**src/rtl/assert_macros.svh**
```systemverilog
// Assertion helpers clocked on the block clock, muted during reset.
`ifndef ASSERT_MACROS_SVH
`define ASSERT_MACROS_SVH

// Holds on every clock edge outside reset.
`define ASSERT_CLK(label, prop, msg) \
   label: assert property (@(posedge clock) disable iff (reset) (prop)) else $error(msg);

// Implication checked on every clock edge outside reset.
`define ASSERT_IMPL(label, ante, cons, msg) \
   label: assert property (@(posedge clock) disable iff (reset) (ante) |-> (cons)) \
      else $error(msg);

// Consequent checked in the cycle after the antecedent.
`define ASSERT_NEXT(label, ante, cons, msg) \
   label: assert property (@(posedge clock) disable iff (reset) (ante) |=> (cons)) \
      else $error(msg);

`endif

```
**src/rtl/spilcd_pkg.sv**
```systemverilog
package spilcd_pkg;

   localparam int unsigned CSR_INDEX_W = 3;
   localparam int unsigned CSR_DATA_W  = 16;

   localparam logic [CSR_INDEX_W-1:0] CSR_COLUMN_SET   = 3'd0;
   localparam logic [CSR_INDEX_W-1:0] CSR_ROW_SET      = 3'd1;
   localparam logic [CSR_INDEX_W-1:0] CSR_MEMORY_WRITE = 3'd2;
   localparam logic [CSR_INDEX_W-1:0] CSR_ROW_END_COL  = 3'd3;
   localparam logic [CSR_INDEX_W-1:0] CSR_ROW_END_ROW  = 3'd4;

   localparam logic [7:0]  RESET_COLUMN_SET   = 8'd42;
   localparam logic [7:0]  RESET_ROW_SET      = 8'd43;
   localparam logic [7:0]  RESET_MEMORY_WRITE = 8'd44;
   localparam logic [15:0] RESET_ROW_END_COL  = 16'd320;
   localparam logic [15:0] RESET_ROW_END_ROW  = 16'd240;

   localparam logic [2:0] MODE_WINDOW    = 3'd0;
   localparam logic [2:0] MODE_PUSH      = 3'd1;
   localparam logic [2:0] MODE_DRAW      = 3'd2;
   localparam logic [2:0] MODE_ROW_START = 3'd3;
   localparam logic [2:0] MODE_RAW_CMD   = 3'd4;
   localparam logic [2:0] MODE_RAW_DATA  = 3'd5;

   // byte positions of the output sequence
   typedef logic [3:0] pos_type;
   localparam pos_type POS_COL_CMD = 4'd0;
   localparam pos_type POS_X0_HI   = 4'd1;
   localparam pos_type POS_X0_LO   = 4'd2;
   localparam pos_type POS_X1_HI   = 4'd3;
   localparam pos_type POS_X1_LO   = 4'd4;
   localparam pos_type POS_ROW_CMD = 4'd5;
   localparam pos_type POS_Y0_HI   = 4'd6;
   localparam pos_type POS_Y0_LO   = 4'd7;
   localparam pos_type POS_Y1_HI   = 4'd8;
   localparam pos_type POS_Y1_LO   = 4'd9;
   localparam pos_type POS_MEM_CMD = 4'd10;
   localparam pos_type POS_PIX_HI  = 4'd11;
   localparam pos_type POS_PIX_LO  = 4'd12;
   localparam pos_type POS_RAW     = 4'd13;

   function automatic logic [15:0] pack565(input logic [23:0] rgb);
      pack565 = {rgb[23:19], rgb[15:10], rgb[7:3]};
   endfunction

endpackage

```
**src/rtl/spi_lcd_window_pixel_streamer.sv**
```systemverilog
// channel   direction  handshake              payload
// req       in         req_valid / req_stall  mode, x/y start and end, rgb, raw byte
// rsp       out        rsp_valid / rsp_stall  spi_byte, is_data, cs_release, last
// csr       in         csr_write              csr_index, csr_data
//
// One byte leaves per cycle unless rsp_stall holds the output: 2 bytes for a pixel push,
// 11 for a window or row start, 13 for a draw pixel, 1 for a raw byte; the byte sequencer sets the rate.
// A new request is taken in the cycle the previous one issues its last byte.
// Reset is synchronous and restores the command codes and row end registers.
// rsp_stall holds the output register and, through it, the request side.
`include "assert_macros.svh"

module spi_lcd_window_pixel_streamer (
   input  logic                                 clock,
   input  logic                                 reset,
   input  logic                                 req_valid,
   output logic                                 req_stall,
   input  logic [2:0]                           req_mode,
   input  logic [15:0]                          req_x_start,
   input  logic [15:0]                          req_y_start,
   input  logic [15:0]                          req_x_end,
   input  logic [15:0]                          req_y_end,
   input  logic [23:0]                          req_rgb,
   input  logic [7:0]                           req_raw_byte,
   output logic                                 rsp_valid,
   input  logic                                 rsp_stall,
   output logic [7:0]                           rsp_spi_byte,
   output logic                                 rsp_is_data,
   output logic                                 rsp_cs_release,
   output logic                                 rsp_last,
   input  logic                                 csr_write,
   input  logic [spilcd_pkg::CSR_INDEX_W-1:0]   csr_index,
   input  logic [spilcd_pkg::CSR_DATA_W-1:0]    csr_data
);

   logic [7:0]  col_code_ff, row_code_ff, mem_code_ff;
   logic [15:0] row_end_col_ff, row_end_row_ff;

   always_ff @(posedge clock) begin
      if (reset) begin
         col_code_ff    <= spilcd_pkg::RESET_COLUMN_SET;
         row_code_ff    <= spilcd_pkg::RESET_ROW_SET;
         mem_code_ff    <= spilcd_pkg::RESET_MEMORY_WRITE;
         row_end_col_ff <= spilcd_pkg::RESET_ROW_END_COL;
         row_end_row_ff <= spilcd_pkg::RESET_ROW_END_ROW;
      end else if (csr_write) begin
         case (csr_index)
            spilcd_pkg::CSR_COLUMN_SET:   col_code_ff    <= csr_data[7:0];
            spilcd_pkg::CSR_ROW_SET:      row_code_ff    <= csr_data[7:0];
            spilcd_pkg::CSR_MEMORY_WRITE: mem_code_ff    <= csr_data[7:0];
            spilcd_pkg::CSR_ROW_END_COL:  row_end_col_ff <= csr_data;
            spilcd_pkg::CSR_ROW_END_ROW:  row_end_row_ff <= csr_data;
            default: ;
         endcase
      end
   end

   // request register: current transaction being sequenced
   logic                   item_valid_ff, item_valid_in;
   spilcd_pkg::pos_type    idx_ff, idx_in;
   spilcd_pkg::pos_type    end_ff, end_in;
   logic [15:0]            x0_ff, y0_ff, x1_ff, y1_ff;
   logic [15:0]            x1_in, y1_in;
   logic [15:0]            pix_ff;
   logic [7:0]             raw_ff;
   logic                   raw_data_ff;

   logic out_take, emit, item_done, req_take, mode_ok;
   spilcd_pkg::pos_type start_pos;

   assign out_take  = !rsp_valid || !rsp_stall;
   assign emit      = item_valid_ff && out_take;
   assign item_done = emit && (idx_ff == end_ff);
   assign req_stall = item_valid_ff && !item_done;
   assign req_take  = req_valid && !req_stall;

   always_comb begin
      mode_ok   = 1'b1;
      start_pos = spilcd_pkg::POS_COL_CMD;
      end_in    = spilcd_pkg::POS_MEM_CMD;
      x1_in     = req_x_end;
      y1_in     = req_y_end;
      case (req_mode)
         spilcd_pkg::MODE_WINDOW: ;
         spilcd_pkg::MODE_PUSH: begin
            start_pos = spilcd_pkg::POS_PIX_HI;
            end_in    = spilcd_pkg::POS_PIX_LO;
         end
         spilcd_pkg::MODE_DRAW: begin
            end_in = spilcd_pkg::POS_PIX_LO;
            x1_in  = req_x_start + 16'd1;
            y1_in  = req_y_start + 16'd1;
         end
         spilcd_pkg::MODE_ROW_START: begin
            x1_in = row_end_col_ff;
            y1_in = row_end_row_ff;
         end
         spilcd_pkg::MODE_RAW_CMD, spilcd_pkg::MODE_RAW_DATA: begin
            start_pos = spilcd_pkg::POS_RAW;
            end_in    = spilcd_pkg::POS_RAW;
         end
         default: mode_ok = 1'b0;
      endcase

      item_valid_in = item_valid_ff && !item_done;
      idx_in        = emit ? idx_ff + 4'd1 : idx_ff;
      if (req_take) begin
         item_valid_in = mode_ok;
         idx_in        = start_pos;
      end
   end

   always_ff @(posedge clock) begin
      if (reset) begin
         item_valid_ff <= 1'b0;
      end else begin
         item_valid_ff <= item_valid_in;
      end
   end

   always_ff @(posedge clock) begin
      idx_ff <= idx_in;
      if (req_take) begin
         end_ff      <= end_in;
         x0_ff       <= req_x_start;
         y0_ff       <= req_y_start;
         x1_ff       <= x1_in;
         y1_ff       <= y1_in;
         pix_ff      <= spilcd_pkg::pack565(req_rgb);
         raw_ff      <= req_raw_byte;
         raw_data_ff <= (req_mode == spilcd_pkg::MODE_RAW_DATA);
      end
   end

   // byte selection
   logic [7:0] byte_sel;
   logic       data_sel, rel_sel;

   always_comb begin
      data_sel = 1'b1;
      rel_sel  = 1'b1;
      case (idx_ff)
         spilcd_pkg::POS_COL_CMD: begin byte_sel = col_code_ff; data_sel = 1'b0; end
         spilcd_pkg::POS_X0_HI:   byte_sel = x0_ff[15:8];
         spilcd_pkg::POS_X0_LO:   byte_sel = x0_ff[7:0];
         spilcd_pkg::POS_X1_HI:   byte_sel = x1_ff[15:8];
         spilcd_pkg::POS_X1_LO:   byte_sel = x1_ff[7:0];
         spilcd_pkg::POS_ROW_CMD: begin byte_sel = row_code_ff; data_sel = 1'b0; end
         spilcd_pkg::POS_Y0_HI:   byte_sel = y0_ff[15:8];
         spilcd_pkg::POS_Y0_LO:   byte_sel = y0_ff[7:0];
         spilcd_pkg::POS_Y1_HI:   byte_sel = y1_ff[15:8];
         spilcd_pkg::POS_Y1_LO:   byte_sel = y1_ff[7:0];
         spilcd_pkg::POS_MEM_CMD: begin byte_sel = mem_code_ff; data_sel = 1'b0; end
         spilcd_pkg::POS_PIX_HI:  begin byte_sel = pix_ff[15:8]; rel_sel = 1'b0; end
         spilcd_pkg::POS_PIX_LO:  byte_sel = pix_ff[7:0];
         spilcd_pkg::POS_RAW:     begin byte_sel = raw_ff; data_sel = raw_data_ff; end
         default:                 byte_sel = raw_ff;
      endcase
   end

   // output register
   logic       rsp_valid_ff;
   logic [7:0] rsp_byte_ff;
   logic       rsp_data_ff, rsp_rel_ff, rsp_last_ff;

   always_ff @(posedge clock) begin
      if (reset) begin
         rsp_valid_ff <= 1'b0;
      end else if (out_take) begin
         rsp_valid_ff <= emit;
      end
   end

   always_ff @(posedge clock) begin
      if (emit) begin
         rsp_byte_ff <= byte_sel;
         rsp_data_ff <= data_sel;
         rsp_rel_ff  <= rel_sel;
         rsp_last_ff <= (idx_ff == end_ff);
      end
   end

   assign rsp_valid      = rsp_valid_ff;
   assign rsp_spi_byte   = rsp_byte_ff;
   assign rsp_is_data    = rsp_data_ff;
   assign rsp_cs_release = rsp_rel_ff;
   assign rsp_last       = rsp_last_ff;

   `ASSERT_IMPL(a_idx_in_range, item_valid_ff, idx_ff <= end_ff, "sequence index past end")
   `ASSERT_CLK(a_pix_cs, idx_ff != spilcd_pkg::POS_PIX_HI || !rel_sel, "cs released in pixel")
   `ASSERT_NEXT(a_next_byte, rsp_valid && !rsp_stall && !rsp_last, rsp_valid, "gap in byte run")

endmodule
```
**config.mk**
```make
export PLATFORM = sky130hd
export DESIGN_NAME = spi_lcd_window_pixel_streamer
export DESIGN_NICKNAME = d
export VERILOG_FILES = /design/src/rtl/spilcd_pkg.sv /design/src/rtl/spi_lcd_window_pixel_streamer.sv
export VERILOG_INCLUDE_DIRS = /design/src /design/src/rtl
export SDC_FILE = /design/constraint.sdc
export NUM_CORES = 1
export LEC_CHECK = 0
export ABC_CLOCK_PERIOD_IN_PS = 5000
export BUFFER_PORTS_ARGS = -buffer_cell sky130_fd_sc_hd__clkbuf_2
export CAP_MARGIN = 25
export CORE_UTILIZATION = 40
export CTS_BUF_LIST = sky130_fd_sc_hd__clkbuf_2 sky130_fd_sc_hd__clkbuf_4 sky130_fd_sc_hd__clkbuf_8
export DETAILED_ROUTE_END_ITERATION = 6
export PLACE_DENSITY_LB_ADDON = 0.3
export SLEW_MARGIN = 20
export SYNTH_ARGS = -nofsm -noshare
export SYNTH_HDL_FRONTEND = slang
export SYNTH_SLANG_ARGS = --single-unit
```
**constraint.sdc**
```tcl
create_clock -name clock -period 5 [get_ports clock]
set_clock_uncertainty 0.2 [all_clocks]
set_input_delay 0.25 -clock clock [delete_from_list [all_inputs] [get_ports clock]]
set_output_delay 0.25 -clock clock [all_outputs]
set_load 0.01 [all_outputs]
```
==> results.md, run 1 <==
Layout:
- Leaving out filler cells and counting taps, the final layout contains 1,234.
- The post-route cell area is 9970 um2.
- The fraction of layout instances using a drive strength above 1 is 19.3%.
- 0 antenna diodes ended up in the layout.
- For this run, the post-layout net count is 1,090.
- The area growth from synthesis to layout is 29.1%.

STA:
- For the pin with the worst max-slew slack, the measured transition is 1020 ps.
- The relative slew slack is 32.2%.
- Setup repair after global routing left no endpoint under its margin.
- The hold violation count in the final report was 0.
- The part of the cycle the worst path needs is 57.7%.
- Timing would allow up to 347 MHz.
- The summed negative setup slack over all endpoints is 0 ps.
- The final critical delay including setup and external delays is 2880 ps.
- The setup violation total in the final timing report is 0.
- The total count of max-transition violations in the final report is 0.

Yosys:
- The number of synthesized flops with an enable pin is 107.
- The number of warning messages in the yosys log is 0.
- The fraction of the yosys area taken by sequential cells is 56.7%.
- After synthesis, the mean cell area works out to 10.3 um2.
- The count of state elements after synthesis is 165.
- The top cell type by area accounts for 41.6% of the synthesized area.
- By area the synthesized netlist is led by sky130_fd_sc_hd__edfxtp_1 42%, sky130_fd_sc_hd__dfxtp_1 15%, sky130_fd_sc_hd__nand2_1 6.7%.
- In the synthesized netlist, the number of instances is 752.
- When the netlist entered floorplanning its net count stood at 881.
- The async set-or-reset flop fraction in the synthesized netlist is 0%.
- Counting distinct cell types in the post-synthesis netlist gives 54.
- The commonest register cell after synthesis is sky130_fd_sc_hd__edfxtp_1.
- The synthesized netlist occupies a cell area of 7720 um2.
- The biggest area contributor in the post-synthesis netlist is sky130_fd_sc_hd__edfxtp_1.

Min path:
- The count of cells along the worst hold path is 2.
- The class of the worst hold path is input pin to register.

Detailed routing:
- For this run, the detailed router's first-pass iteration total came to 5.
- The detail route stage leaves a number of antenna-violating nets equal to 0.
- The detailed-route via count is 6,473.
- After detailed routing, the total wire length is 22,200 um.
- In the final routed layout, each cell accounts on average for 18.0 um.
- The remaining design rule violation count is 0.
- The number of DRC violations after detailed-routing iteration 0 is 546.
- The average vias per placed instance is 5.25.

Clocking:
- The clock tree from TritonCTS is built.
- Post-CTS repair changed the size of 0 cells.
- The number of sinks driven by the clock tree is 165.
- After clock tree synthesis, the clock-pin slew on the worst setup and hold paths is 80 ps.
- The clock reaches the later pin of the worst-skew pair after 480 ps.
- Buffers inserted during clock tree synthesis total 17.
- CTS placed an instance of sky130_fd_sc_hd__clkbuf_8 at the clock tree root.
- No sink is reached through more buffers than the 2 on the longest clock path.
- In this run the number of H-tree levels came out at 4.

GRT:
- The remaining global-route overflow is 0.
- The number of antenna violations at the first check in global routing came to 0.
- The first-pass GRT wire length is 34,100 um.
- The via count of the first global-routing pass is 6,131.
- Across every metal layer, demand over resource in global routing totals 23.1%.
- The largest net degree at the start of global routing is 59.

Critical path:
- Counting cells, the worst reg-to-reg path comes to 5.
- The sort of element at the end of the critical path is a register.
- At the worst endpoint, the arrival time is 2880 ps.
- Data on the critical path is required at its endpoint by 5000 ps.
- The largest fanout of any net on the critical path is 42.
- The kind of critical path is register to register.
- The worst setup path is launched from a register.

Die:
- The chip width is 141 um.
- The starting utilization of the core area is 41.0%.
- The floorplan step set the die height to 141 um.
- The floorplan step defined a die boundary enclosing 19,900 um2.
- The placeable core region is 18,800 um2.
- The number of top-level pins is 136.
- After floorplanning, the core was divided into 50 placement rows.

Pwr:
- The power consumption is 3.33 mW.
- The worst-case IR drop observed on VDD is 201 uV.
- Summed over all cells, the static leakage comes to 3.77 nW.
- The power density over the cells is 334 nW/um2.

Status:
- The run finished with clean final reports.

Placed design:
- The total of buffers placed on input and output ports is 127.
- The standard cell area after detailed placement is 8510 um2.
- Once detailed placement completed, the half-perimeter wirelength came to 15,000 um.
- The number of placed instances, taps included is 1,099.
- The final RePlAce weighted congestion is 0.898.

Flow run:
- The max-cap check violation count is 0.
where the power goes:
part / switching (mW) / internal (mW)
Sequential: 0.0399 / 1.59
Combinational: 0.406 / 0.266
Clock: 0.520 / 0.511
Total: 0.966 / 2.37
layer usage:
metal	routed length, um	global-route usage, %	vias up
met5	0	0	-
met4	704	9.55	0
met3	1610	4.14	46
met2	9970	35.6	293
met1	9950	32.2	3001
li1	-	-	3133
placed cells by master (no fill, tap or decap), types with 4 or more instances in the layout:
cell / netlist / routed
sky130_fd_sc_hd__nand2_1: 137 / 137
sky130_fd_sc_hd__clkinvlp_4: 0 / 4
sky130_fd_sc_hd__and2_1: 4 / 4
sky130_fd_sc_hd__a211o_1: 9 / 9
sky130_fd_sc_hd__and3_1: 10 / 10
sky130_fd_sc_hd__nand3_1: 26 / 26
sky130_fd_sc_hd__clkbuf_8: 2 / 18
sky130_fd_sc_hd__mux2_2: 6 / 6
sky130_fd_sc_hd__xnor2_1: 23 / 23
sky130_fd_sc_hd__mux2i_1: 21 / 21
sky130_fd_sc_hd__dfxtp_1: 58 / 58
sky130_fd_sc_hd__nor3b_1: 4 / 4
sky130_fd_sc_hd__nand3b_1: 9 / 9
sky130_fd_sc_hd__nor3_1: 8 / 8
sky130_fd_sc_hd__o21ai_0: 49 / 49
sky130_fd_sc_hd__a22oi_1: 13 / 13
sky130_fd_sc_hd__buf_4: 4 / 11
sky130_fd_sc_hd__a222oi_1: 10 / 10
sky130_fd_sc_hd__xor2_1: 9 / 9
sky130_fd_sc_hd__nor2_1: 55 / 54
sky130_fd_sc_hd__ha_1: 6 / 6
sky130_fd_sc_hd__a31oi_1: 9 / 9
sky130_fd_sc_hd__inv_1: 10 / 9
sky130_fd_sc_hd__edfxtp_1: 107 / 107
sky130_fd_sc_hd__clkbuf_2: 1 / 127
sky130_fd_sc_hd__a221oi_1: 5 / 5
sky130_fd_sc_hd__a21oi_1: 65 / 65
sky130_fd_sc_hd__nor2b_1: 11 / 11
sky130_fd_sc_hd__dlygate4sd3_1: 0 / 103
sky130_fd_sc_hd__o22ai_1: 6 / 6
worst max-delay path, stage by stage, from the launching register on:
cell                       delay (ps)
sky130_fd_sc_hd__edfxtp_1         490
sky130_fd_sc_hd__xnor2_1          170
sky130_fd_sc_hd__and4_1           250
sky130_fd_sc_hd__a31oi_4          320
sky130_fd_sc_hd__clkinv_2         630
sky130_fd_sc_hd__buf_4            500
worst paths after layout:
kind | from | to | slack [ps]
max | idx_ff[0] | x1_ff[8] | 2120
min | req_mode[2] | end_ff[0] | 30
max reg2reg | idx_ff[0] | x1_ff[8] | 2120
min reg2reg | row_end_col_ff[7] | row_end_col_ff[7] | 260
logic make-up after synthesis:
logic type / after synthesis / synth area share (%)
buf+inv: 62 / 3.84
fa+ha+maj: 6 / 0.972
mux: 27 / 3.60
simple gates: 283 / 17.2
compound gates: 177 / 14.1
xor+xnor: 32 / 3.63
flops: 165 / 56.7
Yosys cell counts (all sizes together), types with 2 or more instances:
cell type    n
buf         24
nor3        11
mux2         6
nand3b       9
xnor2       23
a211o        9
and4         3
nor2b       11
a21oi       65
o21ai       49
and2         4
clkbuf      27
a22oi       13
a31oi       10
and3        10
inv         10
nand3       28
nor2        55
edfxtp     107
nand2      138
a221oi       5
or2          2
nor3b        4
ha           6
nand4        5
o22ai        6
o211ai       2
mux2i       21
xor2         9
dfxtp       58
a222oi      10
a211oi       2
per-stage QoR:
step | hold WS (ps) | setup slack [ps] | util, %
finish | 32.3 | 2120 | 52.9
global route | 19.2 | 1890 | 52.9
CTS | 3.38 | 2080 | 52.9
detailed placement | 229 | 2080 | 45.2
global placement | 229 | 2140 | 45.1
floorplan | 149 | 1530 | -
area by class of cell:
type,instances,area [um2]
Fill cell,1732,8860
Timing Repair Buffer,241,1750
Multi-Input combinational cell,525,3050
Clock buffer,18,248
Tap cell,260,325
Inverter,11,42.5
Clock inverter,14,176
Sequential cell,165,4370
state kept, by name, summed over array words and instances, names as in the netlist, 3 cells and up:
name,cells
end_ff,3
y1_ff,16
raw_ff,8
row_end_row_ff,16
x1_ff,16
row_end_col_ff,16
x0_ff,16
idx_ff,4
rsp_spi_byte,8
pix_ff,16
y0_ff,16
row_code_ff,8
col_code_ff,8
mem_code_ff,8
timing repair:
item	4_1_cts	5_1_grt
setup endpoints to repair	0	0
hold buffers	103	0
hold endpoints to repair	144	0
setup buffers	0	0
(Power assumes the default switching activity.)
==> run 2, diff against run 1 <==
--- a/config.mk
+++ b/config.mk
@@ -6,7 +6,8 @@
 export SDC_FILE = /design/constraint.sdc
 export NUM_CORES = 1
 export LEC_CHECK = 0
-export ABC_CLOCK_PERIOD_IN_PS = 5000
+export ABC_AREA = 1
+export ABC_CLOCK_PERIOD_IN_PS = 2430
 export BUFFER_PORTS_ARGS = -buffer_cell sky130_fd_sc_hd__clkbuf_2
 export CAP_MARGIN = 25
 export CORE_UTILIZATION = 40
==> constraint.sdc (replaced) <==
create_clock -name clock -period 2.43 [get_ports clock]
set_clock_uncertainty 0.2 [all_clocks]
set_input_delay 0.1215 -clock clock [delete_from_list [all_inputs] [get_ports clock]]
set_output_delay 0.1215 -clock clock [all_outputs]
set_load 0.01 [all_outputs]
==> results.md, run 2 <==
Status:
- The flow ran to the end, and the final reports show no timing, DRC or antenna violations.

Yosys:
- The largest area contributor in the netlist is sky130_fd_sc_hd__edfxtp_1.
- A synthesized cell averages 8.42 um2.
- The synthesized design contains 165 register bits.
- For this run, asynchronously set or reset flops after synthesis account for 0%.
- The fraction of the yosys area taken by sequential cells is 55.3%.
- In the post-synthesis netlist, the biggest area contributors are sky130_fd_sc_hd__edfxtp_1 41%, sky130_fd_sc_hd__dfxtp_1 15%, sky130_fd_sc_hd__nand2_1 13%.
- The number of warning messages in the yosys log is 0.
- After synthesis, the netlist uses 35 different library cells.
- The commonest register cell after synthesis is sky130_fd_sc_hd__edfxtp_1.
- Synthesis produced 940 cells.
- The commonest cells after synthesis are 275 x sky130_fd_sc_hd__nand2_1, 116 x sky130_fd_sc_hd__inv_1, 107 x sky130_fd_sc_hd__edfxtp_1.
- The portion of synthesized cell area occupied by the leading cell type is 40.6%.
- The synthesized netlist net count is 1,069.
- Yosys instantiated no cell more often than sky130_fd_sc_hd__nand2_1.
- The netlist area before placement is 7910 um2.
- The number of synthesized flops with an enable pin is 107.

Detailed routing:
- The average vias per placed instance is 4.82.
- The final layout contains routed wiring with a total length of 22,700 um.
- The number of DRC violations after detailed-routing iteration 0 is 546.
- The detailed-route via count is 7,126.
- Before antenna repair, the detailed router went through 5 iterations.
- The post-detailed-route wirelength per cell is 15.3 um.
- In the routed design, unresolved DRC markers number 0.
- The number of nets with antenna violations after detailed routing is 0.

Die:
- The starting utilization of the core area is 40.8%.
- The core region is 19,400 um2.
- The number of rows in the core area is 51.
- In this run the count of I/O pins placed on the die edge is 136.
- The die outline height is 143 um.
- The die footprint is 20,300 um2.
- The chip width is 143 um.

STA:
- The slew of the pin with the lowest slew margin is 615 ps.
- Setup total negative slack on the finished layout was measured at 0 ps.
- The final critical delay including setup and external delays is 2250 ps.
- Setup violations remaining at the end of the flow were counted as 0.
- Derived from the worst setup path, the maximum achievable clock frequency is 445 MHz.
- The hold violation count in the final report came to 0.
- Setup repair after global routing left no endpoint under its margin.
- The total count of max-transition violations in the final report is 0.
- The relative slew slack is 58.7%.
- The part of the cycle the worst path needs is 92.4%.

Critical path:
- The worst setup path is of the register to register kind.
- Counting cells, the worst reg-to-reg path comes to 9.
- The largest single stage delay on the critical path is 460 ps.
- The critical path launch point type is a register.
- At the worst endpoint, the required time is 2450 ps.
- The standard cell with the maximum stage delay on the critical path is sky130_fd_sc_hd__edfxtp_1.
- The endpoint of the worst-slack reg-to-reg timing path is y1_ff[14].
- The worst setup path is captured at a register.
- In this run the critical register-to-register path is launched from idx_ff[1].
- Along the worst path, the maximum fanout reaches 16.
- The signal on the critical path passes through inv_1 > nand2_1 > nand2_1 > nor2_1 > nand3_1 > nand2_2 > nand2_4 > clkinvlp_4 > buf_4.
- The arrival time at the worst endpoint is 2270 ps.
- The slack of the worst reg-to-reg path is 180 ps.
- The cell seen most often among critical-path stages is sky130_fd_sc_hd__nand2_1.

Placed design:
- The number of placed instances, taps included is 1,322.
- The final RePlAce weighted congestion is 0.866.
- The count of buffers added on input and output ports is 127.
- The HPWL after detailed placement is 16,200 um.

Layout:
- In the final layout, the share of cells above drive strength 1 is 17.0%.
- The net count of the finished layout is 1,328.
- The commonest non-fill, non-tap cell in the layout is sky130_fd_sc_hd__nand2_1.
- The finished layout holds 1,477 standard cells, fillers aside.
- Relative to the synthesized area, the layout overhead comes to 33.8%.
- The final standard cell utilization of the core is 54.6%.
- The number of antenna diodes in the final layout is 0.
- The number of fill cells is 1,830.
- The library cells used most frequently in the layout, excluding fill and tap cells, are 275 x sky130_fd_sc_hd__nand2_1, 127 x sky130_fd_sc_hd__clkbuf_2, 123 x sky130_fd_sc_hd__dlygate4sd3_1.

Pwr:
- Summed over all cells, the static leakage comes to 4.69 nW.
- Per report_power, the clock group accounts for 34.6% of the total.
- The power spent charging and discharging nets is 1.82 mW.
- The internal power summed over all cells is 5.04 mW.
- The share of power burned in combinational logic is 17.1%.
- The worst ir drop on vdd is 364 uV.
- The power consumption is 6.86 mW.
- The part of the power in registers is 48.3%.
- Net switching is 26.5% of the power.
- Power spread over the standard cell area amounts to 648 nW/um2.

GRT:
- The number of antenna violations at the first check in global routing is 0.
- The via count of the first global-routing pass is 6,853.
- The first global-routing pass estimated 35,200 um of wire.
- The largest net degree at the start of global routing is 38.
- For this run, the total global-route usage over all layers was measured as 23.2%.
- The total overflow left after global routing is 0.

Clocking:
- The CTS H-tree depth is 4.
- Counting along the longest clock path gives a buffer depth of 2.
- The CTS buffer count is 17.
- TritonCTS built the clock tree.
- The clock transition at the registers of the reported paths is 90 ps.
- CTS saw 165 sinks.
- Clock tree synthesis selected as its root buffer the cell sky130_fd_sc_hd__clkbuf_8.
- The insertion delay to the later sink of the worst-skew pair is 470 ps.
- Buffers added to address setup during post-CTS repair amount to 0.

Min path:
- The count of cells along the worst hold path is 4.
- The tightest min-delay check is of the input pin to register type.
- The path with the worst hold slack has its endpoint at row_end_row_ff[7].
- The startpoint identified for the worst hold timing path is csr_write.

Flow run:
- The max-cap check violation count is 0.
==> run 2: changes by cell type in the layout (fill, tap and decap cells not counted), moves of 11 or more <==
cell | previous run | this run
sky130_fd_sc_hd__a21oi_1 | 65 | 31
sky130_fd_sc_hd__a22oi_1 | 13 | 1
sky130_fd_sc_hd__dlygate4sd3_1 | 103 | 123
sky130_fd_sc_hd__inv_1 | 9 | 115
sky130_fd_sc_hd__mux2i_1 | 21 | 0
sky130_fd_sc_hd__nand2_1 | 137 | 275
sky130_fd_sc_hd__nand3_1 | 26 | 83
sky130_fd_sc_hd__nor2_1 | 54 | 98
sky130_fd_sc_hd__nor2b_1 | 11 | 0
sky130_fd_sc_hd__o211ai_1 | 2 | 13
sky130_fd_sc_hd__xnor2_1 | 23 | 0
==> run 2: how the worst max path moves through the flow <==
stage / startpoint / end / slack [ps]
global placement: idx_ff[0] / y1_ff[15] / 210
global route: idx_ff[0] / y1_ff[14] / 20
finish: idx_ff[1] / y1_ff[14] / 180
CTS: idx_ff[1] / y1_ff[14] / 170
detailed placement: idx_ff[1] / y1_ff[15] / 190
floorplan: idx_ff[2] / end_ff[0] / -510
==> run 2: power groups by stage <==
stage	registers [mW]	clock network [mW]	logic [mW]
2_1_floorplan	3.36	0	0.614
3_3_place_gp	3.37	0	0.999
3_5_place_dp	3.37	0	1.01
4_1_cts	3.31	2.41	1.17
5_1_grt	3.33	2.53	1.30
6_report	3.31	2.37	1.17
==> run 2: critical path: cells and delay by family, from the launching register on <==
| kind | cells | cell delay (ps) |
|---|---|---|
| flops | 1 | 460 |
| buf+inv | 3 | 810 |
| simple gates | 6 | 510 |
==> run 2: stage by stage <==
| stage | setup slack [ps] | cell area [um2] | hold slack (ps) |
|---|---|---|---|
| 3_5_place_dp | 187 | 8880 | 100 |
| 4_1_cts | 173 | 10600 | 0.286 |
| 3_3_place_gp | 209 | 8880 | 106 |
| 2_1_floorplan | -506 | 7920 | -9.43 |
| 5_1_grt | 20.0 | 10600 | 41.6 |
| 6_report | 184 | 10600 | 41.5 |
==> run 2: what timing repair did <==
item,4_1_cts,5_1_grt
hold endpoints to repair,154,0
setup endpoints to repair,0,0
hold buffers,123,0
gates resized for setup,0,0
==> run 2: cells by family after synthesis <==
kind of cell | synth area share (%)
AO/OA/AOI/OAI | 8.60
XOR/XNOR | 0.111
adder cells (fa/ha/maj) | 0.949
buffers and inverters | 7.58
flip-flops | 55.3
AND/OR/NAND/NOR | 27.5
==> run 2: metal layers <==
metal	global-route usage, %	wire (um)	vias up
met3	4.09	1280	36
met5	0	0	-
li1	-	-	3590
met4	7.98	497	0
met1	30.9	10200	3252
met2	38.0	10700	248
==> run 2: layout make-up <==
| cell class | count | area (um2) | area share, % |
|---|---|---|---|
| Clock inverter | 13 | 229 | 2.16 |
| Inverter | 124 | 475 | 4.49 |
| Tap cell | 265 | 332 | 3.13 |
| Multi-Input combinational cell | 630 | 2940 | 27.8 |
| Timing Repair Buffer | 261 | 1990 | 18.8 |
| Clock buffer | 19 | 249 | 2.35 |
| Sequential cell | 165 | 4370 | 41.3 |
==> run 3, diff against run 2 <==
--- a/config.mk
+++ b/config.mk
@@ -11,7 +11,7 @@
 export BUFFER_PORTS_ARGS = -buffer_cell sky130_fd_sc_hd__clkbuf_2
 export CAP_MARGIN = 25
 export CORE_UTILIZATION = 40
-export CTS_BUF_LIST = sky130_fd_sc_hd__clkbuf_2 sky130_fd_sc_hd__clkbuf_4 sky130_fd_sc_hd__clkbuf_8
+export CTS_BUF_LIST = sky130_fd_sc_hd__clkbuf_16
 export DETAILED_ROUTE_END_ITERATION = 6
 export PLACE_DENSITY_LB_ADDON = 0.3
 export SLEW_MARGIN = 20
==> results.md, run 3 (synthesis gave the netlist of run 2 again) <==
Status:
- The run finished with clean final reports.

STA:
- The total count of max-transition violations in the final report came to 0.
- At the pin with the least slew margin, the transition time is 646 ps.
- The setup violation total in the final timing report is 0.
- Across all hold checks on the routed design, the worst slack comes to 22.0 ps.
- The highest achievable clock rate is 447 MHz.
- The final critical delay including setup and external delays is 2240 ps.
- The relative slew slack is 56.7%.
- The hold violation count in the final report is 0.
- Setup repair after global routing left no endpoint under its margin.
- The setup slack after layout is 193 ps.
- The worst path uses 92.1% of the clock period.

Critical path:
- In this run the worst path has a maximum fanout of 16.
- The worst register-to-register path begins at idx_ff[1].
- The data required time of the worst path is 2410 ps.
- The delay of the slowest critical-path stage is 450 ps.
- The depth of the most critical reg-to-reg path is 9.
- The signal on the critical path passes through inv_1 > nand2_1 > nand2_1 > nor2_1 > nand3_1 > nand2_2 > nand2_4 > clkinvlp_4 > buf_4.
- The critical path is of the register to register type.
- Setup slack on the worst reg-to-reg path comes out at 190 ps.
- The arrival time at the worst endpoint is 2210 ps.
- The critical path launch point type is a register.
- Counting stages on the worst path, the most repeated cell is sky130_fd_sc_hd__nand2_1.
- The standard cell with the maximum stage delay on the critical path is sky130_fd_sc_hd__edfxtp_1.
- The sort of element at the end of the critical path is a register.
- In this run the critical register-to-register path is captured at y1_ff[12].

Clocking:
- The clock transition at the registers of the reported paths is 60 ps.
- The CTS root buffer is sky130_fd_sc_hd__clkbuf_16.
- The clock tree from TritonCTS is built.
- Post-CTS repair changed the size of 0 cells.
- The number of sinks driven by the clock tree is 165.
- The insertion delay to the later sink of the worst-skew pair is 430 ps.
- The CTS buffer count is 17.
- In this run the deepest clock path goes through 2 buffers.
- The CTS H-tree depth is 4.

Pwr:
- Across the VDD grid, the largest voltage drop is 534 uV.
- The static power due to leakage is 4.77 nW.
- The power density over the cells is 701 nW/um2.

Layout:
- Cells with a size suffix above 1 make up 16.9% of the layout.
- The area of all sequential standard cells is 4370 um2.
- After routing the design area is 10,700 um2.
- The final cell count without fillers is 1,472.
- The library cell used most frequently in the layout, excluding fill and tap cells, is sky130_fd_sc_hd__nand2_1.
- For this run, the share of the core covered by cells in the final layout is 55.3%.
- The layout overhead on the synthesized area is 35.5%.
- The number of nets in the layout is 1,323.
- Fill cells in the final layout number 1,800.
- Leaving out fill and tap cells, the most frequent cells in the layout are 275 x sky130_fd_sc_hd__nand2_1, 127 x sky130_fd_sc_hd__clkbuf_2, 118 x sky130_fd_sc_hd__dlygate4sd3_1.
- In the final layout, the multi-input gates occupy 2940 um2.
- The antenna cell count is 0.

Detailed routing:
- In this run the remaining antenna-violating nets after routing total 0.
- Detailed routing inserted a total of 7,107 vias.
- The average vias per placed instance is 4.83.
- Summed over all layers, the routed wires come to 22,700 um.
- For this block, the initial DRC count from the detailed router was 599.
- The first TritonRoute pass finished after 7 iterations.
- In the final routed layout, each cell accounts on average for 15.4 um.
- The remaining design rule violation count is 0.

Placed design:
- The HPWL after detailed placement is 16,200 um.
- Including well taps, the total number of placed cells is 1,322.
- Timing analysis after detailed placement gives a worst setup slack of 187 ps.
- Buffers placed on the I/O ports in this run total 127.
- The final RePlAce weighted congestion is 0.866.
- The standard cell area after detailed placement is 8880 um2.

Die:
- After floorplanning, the core was divided into 51 placement rows.
- The floorplan step defined a die boundary enclosing 20,300 um2.
- The die is 143 um tall.
- The starting utilization of the core area is 40.8%.
- The core region is 19,400 um2.
- The die is 143 um wide.
- The number of top-level pins is 136.

GRT:
- The via count of the first global-routing pass was 6,860.
- The largest net degree at the start of global routing is 38.
- Global routing consumed, over all layers together, 23.3% of the routing resources.
- The first-pass GRT wire length is 35,200 um.
- The number of antenna violations at the first check in global routing was 0.
- Global routing finished with a remaining overflow of 0.

Min path:
- The worst hold path terminates at row_code_ff[3].
- The class of the worst hold path is input pin to register.
- The launch instance of the worst min-delay path is csr_index[1].
- The count of cells along the worst hold path is 5.

Flow run:
- The max-cap check violation count is 0.
==> run 3: critical path, delay by kind of cell, from the launching register on <==
family	cells	cell delay (ps)
buffers and inverters	3	800
and+or+nand+nor	6	520
DFF	1	450
==> run 3: timing repair <==
| item | CTS | global route |
|---|---|---|
| buffers inserted | 0 | 0 |
| hold endpoints to repair | 153 | 0 |
| endpoints found under the setup margin | 0 | 0 |
| hold buffers | 118 | 0 |
==> run 3: final cells by class <==
cell class	instances	share of cell area, %
Sequential cell	165	40.8
Multi-Input combinational cell	630	27.4
Clock buffer	17	3.97
Inverter	124	4.43
Timing Repair Buffer	256	18.1
Tap cell	265	3.09
Clock inverter	15	2.21
==> run 3: how the worst max path moves through the flow <==
| stage | from | endpoint | slack, ps |
|---|---|---|---|
| floorplan | idx_ff[2] | end_ff[0] | -510 |
| global placement | idx_ff[0] | y1_ff[15] | 210 |
| detailed placement | idx_ff[1] | y1_ff[15] | 190 |
| CTS | idx_ff[1] | y1_ff[15] | 170 |
| global route | idx_ff[0] | x1_ff[10] | 30 |
| finish | idx_ff[1] | y1_ff[12] | 190 |
==> run 3: per-stage QoR <==
step | total power [mW] | setup TNS (ps)
6_report | 7.51 | 0
5_1_grt | 7.82 | 0
4_1_cts | 7.56 | 0
3_5_place_dp | 4.39 | 0
3_3_place_gp | 4.37 | 0
2_1_floorplan | 3.97 | -46550
==> run 3: report_power, final <==
| group | switching, mW | internal (mW) | total (mW) |
|---|---|---|---|
| clock network | 1.11 | 1.92 | 3.02 |
| logic | 0.708 | 0.463 | 1.17 |
| registers | 0.0845 | 3.23 | 3.32 |
==> run 3: routing by layer <==
layer / track usage [%] / up-vias / wire length [um]
li1: - / 3579 / -
met1: 30.6 / 3261 / 10200
met2: 38.9 / 241 / 10900
met3: 4.12 / 26 / 1190
met4: 7.36 / 0 / 366
met5: 0 / - / 0
